`src/rtl/prpseg_pkg.sv`:
```
// shared types and constants of the prp dma segmenter
package prpseg_pkg;

   // length fields are wide enough for 65536 blocks of up to 4 KiB
   localparam int unsigned LEN_W       = 29;
   // list entry count, enough for 4095 prps
   localparam int unsigned CNT_W       = 12;
   localparam int unsigned BYTES_W     = 22;
   localparam int unsigned QUEUE_DEPTH = 4;

   localparam logic       REQ_COMMAND = 1'b0;
   localparam logic       REQ_ENTRY   = 1'b1;

   localparam logic [7:0] OPC_WRITE  = 8'h01;
   localparam logic [7:0] OPC_READ   = 8'h02;
   localparam logic [7:0] OPC_APPEND = 8'h7d;

   typedef enum logic [1:0] {
      KIND_FETCH  = 2'd0,
      KIND_DESC   = 2'd1,
      KIND_REJECT = 2'd2,
      KIND_NONE   = 2'd3
   } kind_type;

   typedef enum logic [2:0] {
      OP_NONE   = 3'd0,
      OP_REJECT = 3'd1,
      OP_SINGLE = 3'd2,
      OP_PAIR   = 3'd3,
      OP_LIST   = 3'd4,
      OP_ENTRY  = 3'd5
   } op_type;

   typedef enum logic [1:0] {
      PH_IDLE = 2'b01,
      PH_LIST = 2'b10
   } phase_type;

   // one classified work item passed from front to back
   typedef struct packed {
      op_type             op;
      logic               dir_write;
      logic [63:0]        cursor;
      logic [63:0]        host_a;
      logic [63:0]        host_b;
      logic [LEN_W-1:0]   bytes_a;
      logic [LEN_W-1:0]   bytes_b;
      logic [CNT_W-1:0]   count;
   } entry_type;

endpackage

```
`src/rtl/prpseg_req_if.sv`:
```
// request channel: commands and prp list entries
interface prpseg_req_if;
   logic        valid;
   logic        ready;
   logic        req_type;
   logic [7:0]  opcode;
   logic [39:0] start_block;
   logic [15:0] block_count_minus_one;
   logic [63:0] first_pointer;
   logic [63:0] second_pointer;
   logic [63:0] list_entry;

   modport source (
      output valid, req_type, opcode, start_block, block_count_minus_one,
             first_pointer, second_pointer, list_entry,
      input  ready
   );
   modport sink (
      input  valid, req_type, opcode, start_block, block_count_minus_one,
             first_pointer, second_pointer, list_entry,
      output ready
   );
endinterface

```
`src/rtl/prpseg_rsp_if.sv`:
```
// response channel: fetch requests, dma descriptors and status results
interface prpseg_rsp_if;
   import prpseg_pkg::*;
   logic        valid;
   logic        ready;
   kind_type    kind;
   logic [63:0] source_address;
   logic [63:0] dest_address;
   logic [21:0] byte_count;
   logic        is_last;

   modport source (
      output valid, kind, source_address, dest_address, byte_count, is_last,
      input  ready
   );
   modport sink (
      input  valid, kind, source_address, dest_address, byte_count, is_last,
      output ready
   );
endinterface

```
`src/rtl/prpseg_front.sv`:
```
// front end: takes requests, sizes the command and classifies it
module prpseg_front #(
   parameter int unsigned PAGE_BYTES  = 4096,
   parameter int unsigned BLOCK_SHIFT = 9,
   parameter int unsigned MAX_PRPS    = 512
) (
   input  logic                  clock,
   input  logic                  reset,
   input  logic                  csr_wr_en,
   input  logic [63:0]           csr_wr_data,
   prpseg_req_if.sink            req,
   input  logic                  queue_full,
   output logic                  push,
   output prpseg_pkg::entry_type push_entry
);
   import prpseg_pkg::*;

   localparam int unsigned OFFSET_BITS = $clog2(PAGE_BYTES);

   logic [63:0]      storage_base_ff;
   logic [63:0]      storage_base_in;
   logic [LEN_W-1:0] len;
   logic [LEN_W-1:0] first;
   logic [LEN_W-1:0] rem;
   logic [LEN_W-1:0] extra_pages;
   logic             fits_one;
   logic             too_long;
   logic             two_pages;
   logic             pair_merge;
   logic             is_rw;
   logic             dir_write;
   logic [63:0]      second_page;
   logic [63:0]      entry_page;
   logic [63:0]      cursor;
   entry_type        e;

   assign storage_base_in = csr_wr_en ? csr_wr_data : storage_base_ff;

   always_ff @(posedge clock) begin
      if (reset) begin
         storage_base_ff <= '0;
      end else begin
         storage_base_ff <= storage_base_in;
      end
   end

   assign req.ready = !queue_full;
   assign push      = req.valid && !queue_full;

   // transfer sizing
   assign len   = LEN_W'({1'b0, req.block_count_minus_one} + 17'd1) << BLOCK_SHIFT;
   assign first = LEN_W'(PAGE_BYTES) - LEN_W'(req.first_pointer[OFFSET_BITS-1:0]);
   assign rem   = len - first;
   assign extra_pages = (rem + LEN_W'(PAGE_BYTES - 1)) >> OFFSET_BITS;
   assign fits_one    = len <= first;
   assign too_long    = !fits_one && (extra_pages >= LEN_W'(MAX_PRPS));
   assign two_pages   = extra_pages == LEN_W'(1);

   assign second_page = {req.second_pointer[63:OFFSET_BITS], {OFFSET_BITS{1'b0}}};
   assign entry_page  = {req.list_entry[63:OFFSET_BITS], {OFFSET_BITS{1'b0}}};
   assign pair_merge  = second_page == (req.first_pointer + 64'(PAGE_BYTES));
   assign cursor      = storage_base_ff + (64'(req.start_block) << BLOCK_SHIFT);

   always_comb begin
      unique case (req.opcode) inside
         OPC_WRITE, OPC_APPEND: begin
            is_rw     = 1'b1;
            dir_write = 1'b1;
         end
         OPC_READ: begin
            is_rw     = 1'b1;
            dir_write = 1'b0;
         end
         default: begin
            is_rw     = 1'b0;
            dir_write = 1'b0;
         end
      endcase
   end

   always_comb begin
      e           = '0;
      e.op        = OP_NONE;
      e.dir_write = dir_write;
      e.cursor    = cursor;
      e.host_a    = req.first_pointer;
      e.host_b    = req.second_pointer;
      e.bytes_a   = first;
      e.bytes_b   = rem;
      e.count     = extra_pages[CNT_W-1:0];
      if (req.req_type == REQ_ENTRY) begin
         e.op     = OP_ENTRY;
         e.host_a = entry_page;
      end else if (!is_rw) begin
         e.op = OP_NONE;
      end else if (fits_one) begin
         e.op      = OP_SINGLE;
         e.bytes_a = len;
      end else if (too_long) begin
         e.op = OP_REJECT;
      end else if (two_pages) begin
         if (pair_merge) begin
            e.op      = OP_SINGLE;
            e.bytes_a = len;
         end else begin
            e.op     = OP_PAIR;
            e.host_b = second_page;
         end
      end else begin
         e.op = OP_LIST;
      end
   end

   assign push_entry = e;

endmodule

```
`src/rtl/prpseg_queue.sv`:
```
// small register queue between front and back
module prpseg_queue #(
   parameter int unsigned DEPTH = 4
) (
   input  logic                  clock,
   input  logic                  reset,
   input  logic                  push,
   input  prpseg_pkg::entry_type push_entry,
   output logic                  full,
   input  logic                  pop,
   output prpseg_pkg::entry_type head,
   output logic                  head_valid
);
   import prpseg_pkg::*;

   localparam int unsigned PTR_W = (DEPTH > 1) ? $clog2(DEPTH) : 1;
   localparam int unsigned LVL_W = $clog2(DEPTH + 1);

   entry_type        slots_ff [DEPTH];
   logic [PTR_W-1:0] wr_ptr_ff;
   logic [PTR_W-1:0] wr_ptr_in;
   logic [PTR_W-1:0] rd_ptr_ff;
   logic [PTR_W-1:0] rd_ptr_in;
   logic [LVL_W-1:0] level_ff;
   logic [LVL_W-1:0] level_in;

   assign full       = level_ff == LVL_W'(DEPTH);
   assign head_valid = level_ff != '0;
   assign head       = slots_ff[rd_ptr_ff];

   always_comb begin
      wr_ptr_in = wr_ptr_ff;
      rd_ptr_in = rd_ptr_ff;
      level_in  = level_ff;
      if (push) begin
         wr_ptr_in = (wr_ptr_ff == PTR_W'(DEPTH - 1)) ? '0 : wr_ptr_ff + PTR_W'(1);
      end
      if (pop) begin
         rd_ptr_in = (rd_ptr_ff == PTR_W'(DEPTH - 1)) ? '0 : rd_ptr_ff + PTR_W'(1);
      end
      if (push && !pop) begin
         level_in = level_ff + LVL_W'(1);
      end else if (pop && !push) begin
         level_in = level_ff - LVL_W'(1);
      end
   end

   always_ff @(posedge clock) begin
      if (reset) begin
         wr_ptr_ff <= '0;
         rd_ptr_ff <= '0;
         level_ff  <= '0;
      end else begin
         wr_ptr_ff <= wr_ptr_in;
         rd_ptr_ff <= rd_ptr_in;
         level_ff  <= level_in;
      end
   end

   always_ff @(posedge clock) begin
      if (push) begin
         slots_ff[wr_ptr_ff] <= push_entry;
      end
   end

endmodule

```
`src/rtl/prpseg_back.sv`:
```
// back end: walks the prp list, merges pages and issues results
module prpseg_back #(
   parameter int unsigned PAGE_BYTES = 4096
) (
   input  logic                  clock,
   input  logic                  reset,
   input  prpseg_pkg::entry_type head,
   input  logic                  head_valid,
   output logic                  pop,
   prpseg_rsp_if.source          rsp
);
   import prpseg_pkg::*;

   localparam logic [63:0]      PAGE_STEP = 64'(PAGE_BYTES);
   localparam logic [LEN_W-1:0] PAGE_LEN  = LEN_W'(PAGE_BYTES);

   phase_type          phase_ff, phase_in;
   logic               second_ff, second_in;
   logic               dir_ff, dir_in;
   logic [63:0]        cursor_ff, cursor_in;
   logic [63:0]        seg_start_ff, seg_start_in;
   logic [LEN_W-1:0]   seg_bytes_ff, seg_bytes_in;
   logic [63:0]        prev_ff, prev_in;
   logic [LEN_W-1:0]   remain_ff, remain_in;
   logic [CNT_W-1:0]   left_ff, left_in;

   logic               valid_ff, valid_in;
   kind_type           kind_ff;
   logic [63:0]        src_ff;
   logic [63:0]        dst_ff;
   logic [BYTES_W-1:0] bytes_ff;
   logic               last_ff;

   logic               out_free;
   logic               step;
   logic               merge;
   logic               closing_entry;
   logic [LEN_W-1:0]   piece;
   logic               emit;
   kind_type           emit_kind;
   logic               use_head;
   logic [63:0]        desc_host;
   logic [LEN_W-1:0]   desc_bytes;
   logic               desc_last;
   logic [63:0]        cur;
   logic               cur_dir;
   logic [63:0]        cursor_next;
   logic [63:0]        emit_src;
   logic [63:0]        emit_dst;
   logic [BYTES_W-1:0] emit_bytes;

   assign out_free      = !valid_ff || rsp.ready;
   assign step          = head_valid && out_free;
   assign merge         = head.host_a == (prev_ff + PAGE_STEP);
   assign closing_entry = left_ff == CNT_W'(1);
   assign piece         = (remain_ff < PAGE_LEN) ? remain_ff : PAGE_LEN;

   assign cur         = use_head ? head.cursor : cursor_ff;
   assign cur_dir     = use_head ? head.dir_write : dir_ff;
   assign cursor_next = cur + 64'(desc_bytes);

   always_comb begin
      pop          = 1'b0;
      emit         = 1'b0;
      emit_kind    = KIND_DESC;
      use_head     = 1'b0;
      desc_host    = head.host_a;
      desc_bytes   = head.bytes_a;
      desc_last    = 1'b0;
      phase_in     = phase_ff;
      second_in    = second_ff;
      dir_in       = dir_ff;
      cursor_in    = cursor_ff;
      seg_start_in = seg_start_ff;
      seg_bytes_in = seg_bytes_ff;
      prev_in      = prev_ff;
      remain_in    = remain_ff;
      left_in      = left_ff;
      if (step) begin
         unique case (head.op)
            OP_NONE, OP_REJECT: begin
               emit      = 1'b1;
               emit_kind = (head.op == OP_NONE) ? KIND_NONE : KIND_REJECT;
               desc_last = 1'b1;
               phase_in  = PH_IDLE;
               pop       = 1'b1;
            end
            OP_SINGLE: begin
               emit      = 1'b1;
               use_head  = 1'b1;
               desc_last = 1'b1;
               dir_in    = head.dir_write;
               cursor_in = cursor_next;
               phase_in  = PH_IDLE;
               pop       = 1'b1;
            end
            OP_PAIR: begin
               emit     = 1'b1;
               phase_in = PH_IDLE;
               if (!second_ff) begin
                  use_head  = 1'b1;
                  dir_in    = head.dir_write;
                  cursor_in = cursor_next;
                  second_in = 1'b1;
               end else begin
                  desc_host  = head.host_b;
                  desc_bytes = head.bytes_b;
                  desc_last  = 1'b1;
                  cursor_in  = cursor_next;
                  second_in  = 1'b0;
                  pop        = 1'b1;
               end
            end
            OP_LIST: begin
               emit         = 1'b1;
               emit_kind    = KIND_FETCH;
               dir_in       = head.dir_write;
               cursor_in    = head.cursor;
               seg_start_in = head.host_a;
               seg_bytes_in = head.bytes_a;
               prev_in      = head.host_a;
               remain_in    = head.bytes_b;
               left_in      = head.count;
               phase_in     = PH_LIST;
               pop          = 1'b1;
            end
            OP_ENTRY: begin
               unique case (phase_ff)
                  PH_IDLE: begin
                     pop = 1'b1;
                  end
                  PH_LIST: begin
                     desc_host  = seg_start_ff;
                     desc_bytes = seg_bytes_ff;
                     if (!second_ff) begin
                        if (!merge) begin
                           emit         = 1'b1;
                           cursor_in    = cursor_next;
                           seg_start_in = head.host_a;
                           seg_bytes_in = piece;
                        end else begin
                           seg_bytes_in = seg_bytes_ff + piece;
                        end
                        prev_in   = head.host_a;
                        remain_in = remain_ff - piece;
                        left_in   = left_ff - CNT_W'(1);
                        if (closing_entry) begin
                           second_in = 1'b1;
                        end else begin
                           pop = 1'b1;
                        end
                     end else begin
                        emit         = 1'b1;
                        desc_last    = 1'b1;
                        cursor_in    = cursor_next;
                        phase_in     = PH_IDLE;
                        remain_in    = '0;
                        seg_bytes_in = '0;
                        second_in    = 1'b0;
                        pop          = 1'b1;
                     end
                  end
                  default: begin
                     phase_in = PH_IDLE;
                     pop      = 1'b1;
                  end
               endcase
            end
            default: begin
               pop = 1'b1;
            end
         endcase
      end
   end

   always_comb begin
      emit_src   = '0;
      emit_dst   = '0;
      emit_bytes = '0;
      case (emit_kind)
         KIND_DESC: begin
            emit_src   = cur_dir ? desc_host : cur;
            emit_dst   = cur_dir ? cur : desc_host;
            emit_bytes = desc_bytes[BYTES_W-1:0];
         end
         KIND_FETCH: begin
            emit_src   = head.host_b;
            emit_bytes = BYTES_W'({head.count, 3'b000});
         end
         default: begin
            emit_bytes = '0;
         end
      endcase
   end

   assign valid_in = emit ? 1'b1 : (rsp.ready ? 1'b0 : valid_ff);

   always_ff @(posedge clock) begin
      if (reset) begin
         phase_ff     <= PH_IDLE;
         second_ff    <= 1'b0;
         valid_ff     <= 1'b0;
         dir_ff       <= 1'b0;
         cursor_ff    <= '0;
         seg_start_ff <= '0;
         seg_bytes_ff <= '0;
         prev_ff      <= '0;
         remain_ff    <= '0;
         left_ff      <= '0;
      end else begin
         phase_ff     <= phase_in;
         second_ff    <= second_in;
         valid_ff     <= valid_in;
         dir_ff       <= dir_in;
         cursor_ff    <= cursor_in;
         seg_start_ff <= seg_start_in;
         seg_bytes_ff <= seg_bytes_in;
         prev_ff      <= prev_in;
         remain_ff    <= remain_in;
         left_ff      <= left_in;
      end
   end

   always_ff @(posedge clock) begin
      if (emit) begin
         kind_ff  <= emit_kind;
         src_ff   <= emit_src;
         dst_ff   <= emit_dst;
         bytes_ff <= emit_bytes;
         last_ff  <= desc_last;
      end
   end

   assign rsp.valid          = valid_ff;
   assign rsp.kind           = kind_ff;
   assign rsp.source_address = src_ff;
   assign rsp.dest_address   = dst_ff;
   assign rsp.byte_count     = bytes_ff;
   assign rsp.is_last        = last_ff;

endmodule

```
`src/rtl/prp_dma_segmenter.sv`:
```
// top level of the prp dma segmenter
//
// usage
// - req_chan carries commands (req_type 0) and prp list entries (req_type 1);
//   a transfer happens at a clock edge with valid and ready both high
// - rsp_chan returns list fetch requests, dma descriptors, reject and
//   no-transfer results in command order
// - csr_wr_en/csr_wr_data load the storage base; write it only while idle
// - a request passes through the queue registers and then the output register
// - requests enter a four-entry queue, one per cycle while it is not full; the
//   back end retires most requests in one pass, but a two-page command that
//   does not merge and the list entry that closes a walk take a second pass,
//   and its pace is set by the single descriptor output port
// - list walk: after a fetch request the host streams the list entries
//   back on req_chan, one per transfer
// - reset clears the queue, the walk state, the output register and the
//   storage base
// - when rsp_chan stalls the result is held in the output register, the
//   back end stops, the queue fills and then req_chan ready drops
module prp_dma_segmenter #(
   parameter int unsigned PAGE_BYTES  = 4096,
   parameter int unsigned BLOCK_SHIFT = 9,
   parameter int unsigned MAX_PRPS    = 512
) (
   input  logic        clock,
   input  logic        reset,
   input  logic        csr_wr_en,
   input  logic [63:0] csr_wr_data,
   prpseg_req_if.sink  req_chan,
   prpseg_rsp_if.source rsp_chan
);
   import prpseg_pkg::*;

   // front to queue
   logic      q_push;
   entry_type q_push_entry;
   logic      q_full;
   // queue to back
   logic      q_pop;
   entry_type q_head;
   logic      q_head_valid;

   // classifies each request and samples the storage base
   prpseg_front #(
      .PAGE_BYTES  (PAGE_BYTES),
      .BLOCK_SHIFT (BLOCK_SHIFT),
      .MAX_PRPS    (MAX_PRPS)
   ) u_front (
      .clock       (clock),
      .reset       (reset),
      .csr_wr_en   (csr_wr_en),
      .csr_wr_data (csr_wr_data),
      .req         (req_chan),
      .queue_full  (q_full),
      .push        (q_push),
      .push_entry  (q_push_entry)
   );

   // decouples request acceptance from result delivery
   prpseg_queue #(
      .DEPTH (QUEUE_DEPTH)
   ) u_queue (
      .clock      (clock),
      .reset      (reset),
      .push       (q_push),
      .push_entry (q_push_entry),
      .full       (q_full),
      .pop        (q_pop),
      .head       (q_head),
      .head_valid (q_head_valid)
   );

   // list walk, page merging and the registered result port
   prpseg_back #(
      .PAGE_BYTES (PAGE_BYTES)
   ) u_back (
      .clock      (clock),
      .reset      (reset),
      .head       (q_head),
      .head_valid (q_head_valid),
      .pop        (q_pop),
      .rsp        (rsp_chan)
   );

   // the back end only retires work that is in the queue
   a_pop_has_head: assert property (@(posedge clock) disable iff (reset)
      q_pop |-> q_head_valid)
      else $error("pop from empty queue");

   // status results close a command and move nothing
   a_status_result: assert property (@(posedge clock) disable iff (reset)
      rsp_chan.valid && (rsp_chan.kind == KIND_NONE || rsp_chan.kind == KIND_REJECT)
      |-> rsp_chan.is_last && rsp_chan.byte_count == '0 && rsp_chan.source_address == '0)
      else $error("status result with payload");

   // a list fetch is never the last result of its command and carries no destination
   a_fetch_open: assert property (@(posedge clock) disable iff (reset)
      rsp_chan.valid && rsp_chan.kind == KIND_FETCH
      |-> !rsp_chan.is_last && rsp_chan.dest_address == '0)
      else $error("list fetch marked last");

endmodule
```
`src/flat_wrapper.sv`:
```
// flat-port wrapper written by rule: the top's interface ports become plain ports
module prp_dma_segmenter_flat import prpseg_pkg::*;
#(
   parameter int unsigned PAGE_BYTES  = 4096,
   parameter int unsigned BLOCK_SHIFT = 9,
   parameter int unsigned MAX_PRPS    = 512
)
  (clock, reset, csr_wr_en, csr_wr_data, req_chan_valid, req_chan_req_type, req_chan_opcode, req_chan_start_block, req_chan_block_count_minus_one, req_chan_first_pointer, req_chan_second_pointer, req_chan_list_entry, req_chan_ready, rsp_chan_valid, rsp_chan_kind, rsp_chan_source_address, rsp_chan_dest_address, rsp_chan_byte_count, rsp_chan_is_last, rsp_chan_ready);
  prpseg_req_if req_chan_i ();
  prpseg_rsp_if rsp_chan_i ();
  input  logic clock;
  input  logic reset;
  input  logic csr_wr_en;
  input  logic [63:0] csr_wr_data;
  input wire logic [$bits(req_chan_i.valid)-1:0] req_chan_valid;
  input wire logic [$bits(req_chan_i.req_type)-1:0] req_chan_req_type;
  input wire logic [$bits(req_chan_i.opcode)-1:0] req_chan_opcode;
  input wire logic [$bits(req_chan_i.start_block)-1:0] req_chan_start_block;
  input wire logic [$bits(req_chan_i.block_count_minus_one)-1:0] req_chan_block_count_minus_one;
  input wire logic [$bits(req_chan_i.first_pointer)-1:0] req_chan_first_pointer;
  input wire logic [$bits(req_chan_i.second_pointer)-1:0] req_chan_second_pointer;
  input wire logic [$bits(req_chan_i.list_entry)-1:0] req_chan_list_entry;
  output wire logic [$bits(req_chan_i.ready)-1:0] req_chan_ready;
  output wire logic [$bits(rsp_chan_i.valid)-1:0] rsp_chan_valid;
  output wire logic [$bits(rsp_chan_i.kind)-1:0] rsp_chan_kind;
  output wire logic [$bits(rsp_chan_i.source_address)-1:0] rsp_chan_source_address;
  output wire logic [$bits(rsp_chan_i.dest_address)-1:0] rsp_chan_dest_address;
  output wire logic [$bits(rsp_chan_i.byte_count)-1:0] rsp_chan_byte_count;
  output wire logic [$bits(rsp_chan_i.is_last)-1:0] rsp_chan_is_last;
  input wire logic [$bits(rsp_chan_i.ready)-1:0] rsp_chan_ready;
  assign req_chan_i.valid = req_chan_valid;
  assign req_chan_i.req_type = req_chan_req_type;
  assign req_chan_i.opcode = req_chan_opcode;
  assign req_chan_i.start_block = req_chan_start_block;
  assign req_chan_i.block_count_minus_one = req_chan_block_count_minus_one;
  assign req_chan_i.first_pointer = req_chan_first_pointer;
  assign req_chan_i.second_pointer = req_chan_second_pointer;
  assign req_chan_i.list_entry = req_chan_list_entry;
  assign req_chan_ready = req_chan_i.ready;
  assign rsp_chan_valid = rsp_chan_i.valid;
  assign rsp_chan_kind = rsp_chan_i.kind;
  assign rsp_chan_source_address = rsp_chan_i.source_address;
  assign rsp_chan_dest_address = rsp_chan_i.dest_address;
  assign rsp_chan_byte_count = rsp_chan_i.byte_count;
  assign rsp_chan_is_last = rsp_chan_i.is_last;
  assign rsp_chan_i.ready = rsp_chan_ready;
  prp_dma_segmenter #(.PAGE_BYTES(PAGE_BYTES), .BLOCK_SHIFT(BLOCK_SHIFT), .MAX_PRPS(MAX_PRPS)) u_core (.clock(clock), .reset(reset), .csr_wr_en(csr_wr_en), .csr_wr_data(csr_wr_data), .req_chan(req_chan_i), .rsp_chan(rsp_chan_i));
endmodule
```
`config.mk`:
```
export PLATFORM = sky130hd
export DESIGN_NAME = prp_dma_segmenter_flat
export DESIGN_NICKNAME = d
export VERILOG_FILES = /design/src/rtl/prpseg_pkg.sv /design/src/rtl/prpseg_req_if.sv /design/src/rtl/prpseg_rsp_if.sv /design/src/rtl/prpseg_front.sv /design/src/rtl/prpseg_queue.sv /design/src/rtl/prpseg_back.sv /design/src/rtl/prp_dma_segmenter.sv /design/src/flat_wrapper.sv
export SDC_FILE = /design/constraint.sdc
export NUM_CORES = 2
export LEC_CHECK = 0
export BUFFER_PORTS_ARGS = -buffer_cell sky130_fd_sc_hd__clkbuf_2
export CORE_ASPECT_RATIO = 2
export CORE_UTILIZATION = 38
export CTS_BUF_LIST = sky130_fd_sc_hd__clkbuf_2 sky130_fd_sc_hd__clkbuf_4 sky130_fd_sc_hd__clkbuf_8
export DETAILED_ROUTE_END_ITERATION = 10
export GPL_TIMING_DRIVEN = 0
export HOLD_SLACK_MARGIN = 0.03
export PLACE_DENSITY = 0.57
export SLEW_MARGIN = 10
export SYNTH_ARGS = -nofsm -noshare
export SYNTH_HDL_FRONTEND = slang
export SYNTH_SLANG_ARGS = --single-unit
export TNS_END_PERCENT = 10
```
`constraint.sdc`:
```
create_clock -name clock -period 20.5 [get_ports clock]
set_input_delay 5.125 -clock clock [delete_from_list [all_inputs] [get_ports clock]]
set_output_delay 5.125 -clock clock [all_outputs]
set_load 0.005 [all_outputs]
```
==> results.rst <==
.. list-table::
   :header-rows: 1

   * - Metric
     - Value
   * - Most frequent standard cell in the layout excluding fill and tap cells
     - sky130_fd_sc_hd__edfxtp_1
   * - Final antenna-violating net count
     - 0
   * - Flip-flop and latch count after synthesis
     - between 1,500 and 2,000
   * - Number of DRC violations after detailed routing
     - 0
   * - Synth async-reset ratio
     - 0%
   * - Origin of the worst min-delay path
     - u_core.u_back.prev_ff[11]$_SDFFE_PP0P_
   * - Required arrival time at the worst endpoint
     - approximately 21,000 ps
   * - Cell with the most instances on the worst path
     - sky130_fd_sc_hd__clkbuf_1
   * - Logic pwr share
     - a little under half
   * - Final min period
     - roughly 14,000 ps
   * - Starting Density
     - between 30% and 40%
   * - Biggest fanout along the worst timing path
     - 10
   * - Register-to-register setup slack
     - slightly below 8000 ps
   * - Count of mapped cells out of synthesis
     - around 6,000
   * - Setup bufs post-CTS
     - 0
   * - Wire length of the first global-routing pass
     - 392,000 um
   * - Wire length reported by the detailed router
     - between 200,000 and 300,000 um
   * - Routability cong.
     - 1.02
   * - Fraction of layout cells with a size suffix above 1
     - between 10% and 20%
   * - Die span in y
     - around 620 um
   * - Core Box Area
     - between 0.15 and 0.2 mm2
   * - Worst slew pin tran
     - approximately 1400 ps
   * - Hold depth
     - 2
   * - Number of maximum-capacitance violations
     - 0
   * - Count of routing violations after the opening detailed-route iteration
     - between 4,000 and 5,000
   * - Placement Rows
     - roughly 230
   * - CP max stage cell
     - sky130_fd_sc_hd__mux2i_1
   * - Largest buffer count on any clock path
     - 4
   * - I/O pin count
     - roughly 480
   * - Relative slew slack
     - approximately 3.8%
   * - Final worst hold slack
     - between 400 and 500 ps
   * - Root Buffer Master
     - sky130_fd_sc_hd__clkbuf_8
   * - Critical Path Source Type
     - input port
   * - EDFF count, synth
     - between 1,000 and 1,500
   * - Hold violation total from the final report
     - 0
   * - Tot Pwr
     - 12.7 mW
   * - Ratio of total power to cell area
     - between 100 and 150 mW/mm2
   * - Syn avg cell area
     - approximately 12 um2
   * - Clock latency reported for the late side of the worst-skew pair
     - roughly 1000 ps
   * - CTS H-Tree Depth
     - 4
   * - Post-synthesis instance area
     - 0.0737 mm2
   * - Portion of total power attributed to the clock network
     - around a fifth
   * - Startpoint-to-endpoint class of the critical path
     - in2reg
   * - Layout Nets
     - roughly 7,000
   * - Internal power contribution
     - 7.27 mW
   * - Clock slew at reported path FFs
     - approximately 60 ps
   * - Growth of design area from synthesis to finish
     - 15.8%
   * - Worst Clk Skew
     - 123 ps
   * - Max-slew violation count
     - 0
   * - Run status
     - finished clean
   * - Min-Delay Endpoint
     - u_core.u_back.prev_ff[11]$_SDFFE_PP0P_
   * - Switching power as a share of total power
     - between 40 and 50%
   * - DIE AREA
     - just under 0.2 mm2
   * - Sequential share of power
     - roughly 34%
   * - Leakage
     - 29.8 nW
   * - Non-Filler Instances
     - roughly 9,500
   * - Buf/Inv on CP
     - 8
   * - Total track usage
     - between 20% and 30%
   * - Critical path endpoint category
     - register
   * - Cell count of the worst reg-to-reg path
     - 25
   * - Family with the most delay on the worst path
     - buffers and inverters
   * - Worst setup timing slack at the placement stage
     - between 5000 and 6000 ps
   * - TritonCTS clock tree
     - yes
   * - Total grt overflow
     - 0
   * - Post-cts repair resize count
     - 0
   * - Proportion of synthesized chip area in sequential cells
     - between 50 and 60%
   * - Data arrival time of the critical path
     - 15,290 ps
   * - Number of warnings reported in the yosys synthesis log
     - 0
   * - Vias in the first global route
     - about 55,000
   * - End of the worst register-to-register path
     - u_core.u_back.cursor_ff[62]$_SDFFE_PP0P_
   * - CTS Hold Buffers Added
     - 0
   * - Largest net degree at the start of global routing
     - 51
   * - Placed Cells incl. Taps
     - ~9,000
   * - Total number of vias
     - around 55,000
   * - Detailed Place HPWL
     - ~220,000 um
   * - Final setup TNS
     - 0 ps
   * - Peak supply drop
     - 79.9 uV
   * - Most frequent cells in the layout
     - 1,201 x sky130_fd_sc_hd__edfxtp_1, 609 x sky130_fd_sc_hd__nor2_1, 566 x sky130_fd_sc_hd__nand2_1, 470 x sky130_fd_sc_hd__clkbuf_2, 340 x sky130_fd_sc_hd__dfxtp_1
   * - Post-route setup slack
     - just over 6000 ps
   * - Period Utilization, post-route
     - between 70 and 80%
   * - X dimension of the die
     - 313 um
   * - Peak Freq
     - 69.3 MHz
   * - Highest cell delay on the worst timing path
     - 1180 ps
   * - Initial antenna violation count
     - 26
   * - Sinks on the clock net
     - ~1,500
   * - RSZ-0062 raised after global routing
     - no
   * - Wire length per cell after detailed routing
     - between 20 and 30 um
   * - Leading register cell type out of synthesis
     - sky130_fd_sc_hd__edfxtp_1
   * - Initial DRT Pass Iterations
     - 8
   * - Number of I/O port buffers
     - around 460
   * - Endpoints failing setup
     - 0
   * - Via-to-Cell Ratio
     - 5.74
   * - Hold Crit Class
     - reg2reg
   * - CTS buffer count
     - about 230
   * - Filler instances
     - approximately 18,000
   * - Distinct cell type count after synthesis
     - between 90 and 100
   * - Sw power
     - between 5 and 6 mW
==> through the flow <==
| stage | instance area (um2) | util (%) |
|---|---|---|
| global route | 85300 | 44.2 |
| global placement | 79400 | 41.2 |
| finish | 85400 | 44.3 |
| floorplan | 74000 | - |
| detailed placement | 80600 | 41.8 |
| CTS | 85300 | 44.2 |
==> state kept, by name, indices dropped and copies added (netlist names), named ones only <==
register and count:
u_core.u_back.rsp.source_address 64, u_core.u_front.storage_base_ff 64, u_core.u_back.phase_ff 2, u_core.u_back.left_ff 12, u_core.u_back.seg_bytes_ff 29, u_core.u_queue.rd_ptr_ff 2, u_core.u_back.rsp.byte_count 22, u_core.u_back.prev_ff 64
u_core.u_back.dir_ff 1, u_core.u_back.rsp.kind 2, u_core.u_queue.wr_ptr_ff 2, u_core.u_back.rsp.dest_address 64, u_core.u_back.second_ff 1, u_core.u_queue.slots_ff 1048, u_core.u_back.seg_start_ff 64, u_core.u_back.rsp.valid 1
u_core.u_queue.level_ff 3, u_core.u_back.rsp.is_last 1, u_core.u_back.cursor_ff 64, u_core.u_back.remain_ff 29
==> layout make-up <==
cell class                 instances  area, um2  area share, %
inverter                         112        420          0.492
tap                             2530       3170           3.71
timing repair buffer             511       3320           3.89
clock inverter                   118        978           1.15
buffer                           344       1390           1.63
sequential                      1541      42900           50.2
multi-input combinational       4028      29400           34.5
antenna                           24       60.1         0.0704
clock buffer                     292       3720           4.36
==> cells by family after synthesis <==
logic type / Yosys count / share of synthesized area, %
AOI/OAI and AO/OA: 1207 / 10.6
buffers and inverters: 456 / 2.44
other: 2 / 0.0102
xor gates and xnor gates: 312 / 3.73
and+or+nand+nor: 1782 / 11.1
muxes: 545 / 12.0
DFF: 1541 / 58.1
adders and majority gates: 118 / 2.04
==> power groups by stage <==
| stage | Clock, mW | Combinational [mW] | Sequential, mW |
|---|---|---|---|
| after floorplan | 0 | 3.13 | 4.39 |
| after CTS | 2.70 | 5.68 | 4.28 |
| after global placement | 0 | 5.49 | 4.53 |
| final | 2.65 | 5.76 | 4.29 |
| after detailed placement | 0 | 5.65 | 4.35 |
| after global routing | 2.80 | 6.02 | 4.33 |
==> layer usage <==
metal	share of wire, %	GRT usage [%]
met3	5.8	4.45
met2	51	50.4
met4	8.9	22.3
met5	0.032	0
met1	34	29.0
==> tightest hold or removal path, cell delays in order, from the launching register on <==
cell and delay [ps]:
sky130_fd_sc_hd__dfxtp_1 320, sky130_fd_sc_hd__nand2_1 50, sky130_fd_sc_hd__a21oi_1 50
==> worst max-delay path by stage <==
stage	start	end	slack, ps	depth (start not counted)
after floorplan	rsp_chan_ready	u_core.u_back.rsp.byte_count[0]$_DFFE_PP_	6770	4
after global placement	register	u_core.u_back.rsp.source_address[43]$_DFFE_PP_	1820	15
after detailed placement	rsp_chan_ready	u_core.u_back.cursor_ff[62]$_SDFFE_PP0P_	5510	25
after CTS	rsp_chan_ready	u_core.u_back.cursor_ff[62]$_SDFFE_PP0P_	6530	25
after global routing	rsp_chan_ready	u_core.u_back.cursor_ff[62]$_SDFFE_PP0P_	5740	25
final	rsp_chan_ready	u_core.u_back.cursor_ff[62]$_SDFFE_PP0P_	6070	25
==> cells in the mapped netlist (12+ instances only) <==
cell type                  count  area, um2
sky130_fd_sc_hd__a211oi_1    133        998
sky130_fd_sc_hd__a21boi_0     13       97.6
sky130_fd_sc_hd__a21o_1       70        526
sky130_fd_sc_hd__a21oi_1     313       1570
sky130_fd_sc_hd__a22o_1       13        114
sky130_fd_sc_hd__a22oi_1     136       1020
sky130_fd_sc_hd__a311oi_1     40        350
sky130_fd_sc_hd__a31oi_1      20        125
sky130_fd_sc_hd__and2_1       53        332
sky130_fd_sc_hd__and3_1       51        319
sky130_fd_sc_hd__and4_1       14        123
sky130_fd_sc_hd__buf_1        26       97.6
sky130_fd_sc_hd__buf_2        38        190
sky130_fd_sc_hd__clkbuf_1    271       1020
sky130_fd_sc_hd__dfxtp_1     340       6810
sky130_fd_sc_hd__edfxtp_1   1201      36100
sky130_fd_sc_hd__ha_1        114       1430
sky130_fd_sc_hd__inv_1       110        413
sky130_fd_sc_hd__mux2_2       61        687
sky130_fd_sc_hd__mux2i_1     221       2210
sky130_fd_sc_hd__mux4_2      262       5900
sky130_fd_sc_hd__nand2_1     566       2120
sky130_fd_sc_hd__nand2b_1     18        113
sky130_fd_sc_hd__nand3_1     106        531
sky130_fd_sc_hd__nand3b_1     12       90.1
sky130_fd_sc_hd__nand4_1      54        338
sky130_fd_sc_hd__nor2_1      609       2290
sky130_fd_sc_hd__nor2b_1      45        282
sky130_fd_sc_hd__nor3_1       98        490
sky130_fd_sc_hd__nor3b_1      18        135
sky130_fd_sc_hd__nor4_1       38        238
sky130_fd_sc_hd__o211ai_1     15        113
sky130_fd_sc_hd__o21a_1       17        128
sky130_fd_sc_hd__o21ai_0     287       1440
sky130_fd_sc_hd__o21bai_1     23        173
sky130_fd_sc_hd__o31ai_1      18        135
sky130_fd_sc_hd__or2_2        14       87.6
sky130_fd_sc_hd__or3_1        35        219
sky130_fd_sc_hd__or4_1        13       97.6
sky130_fd_sc_hd__xnor2_1     203       1780
sky130_fd_sc_hd__xor2_1      107        937
(Power assumes the default switching activity.)
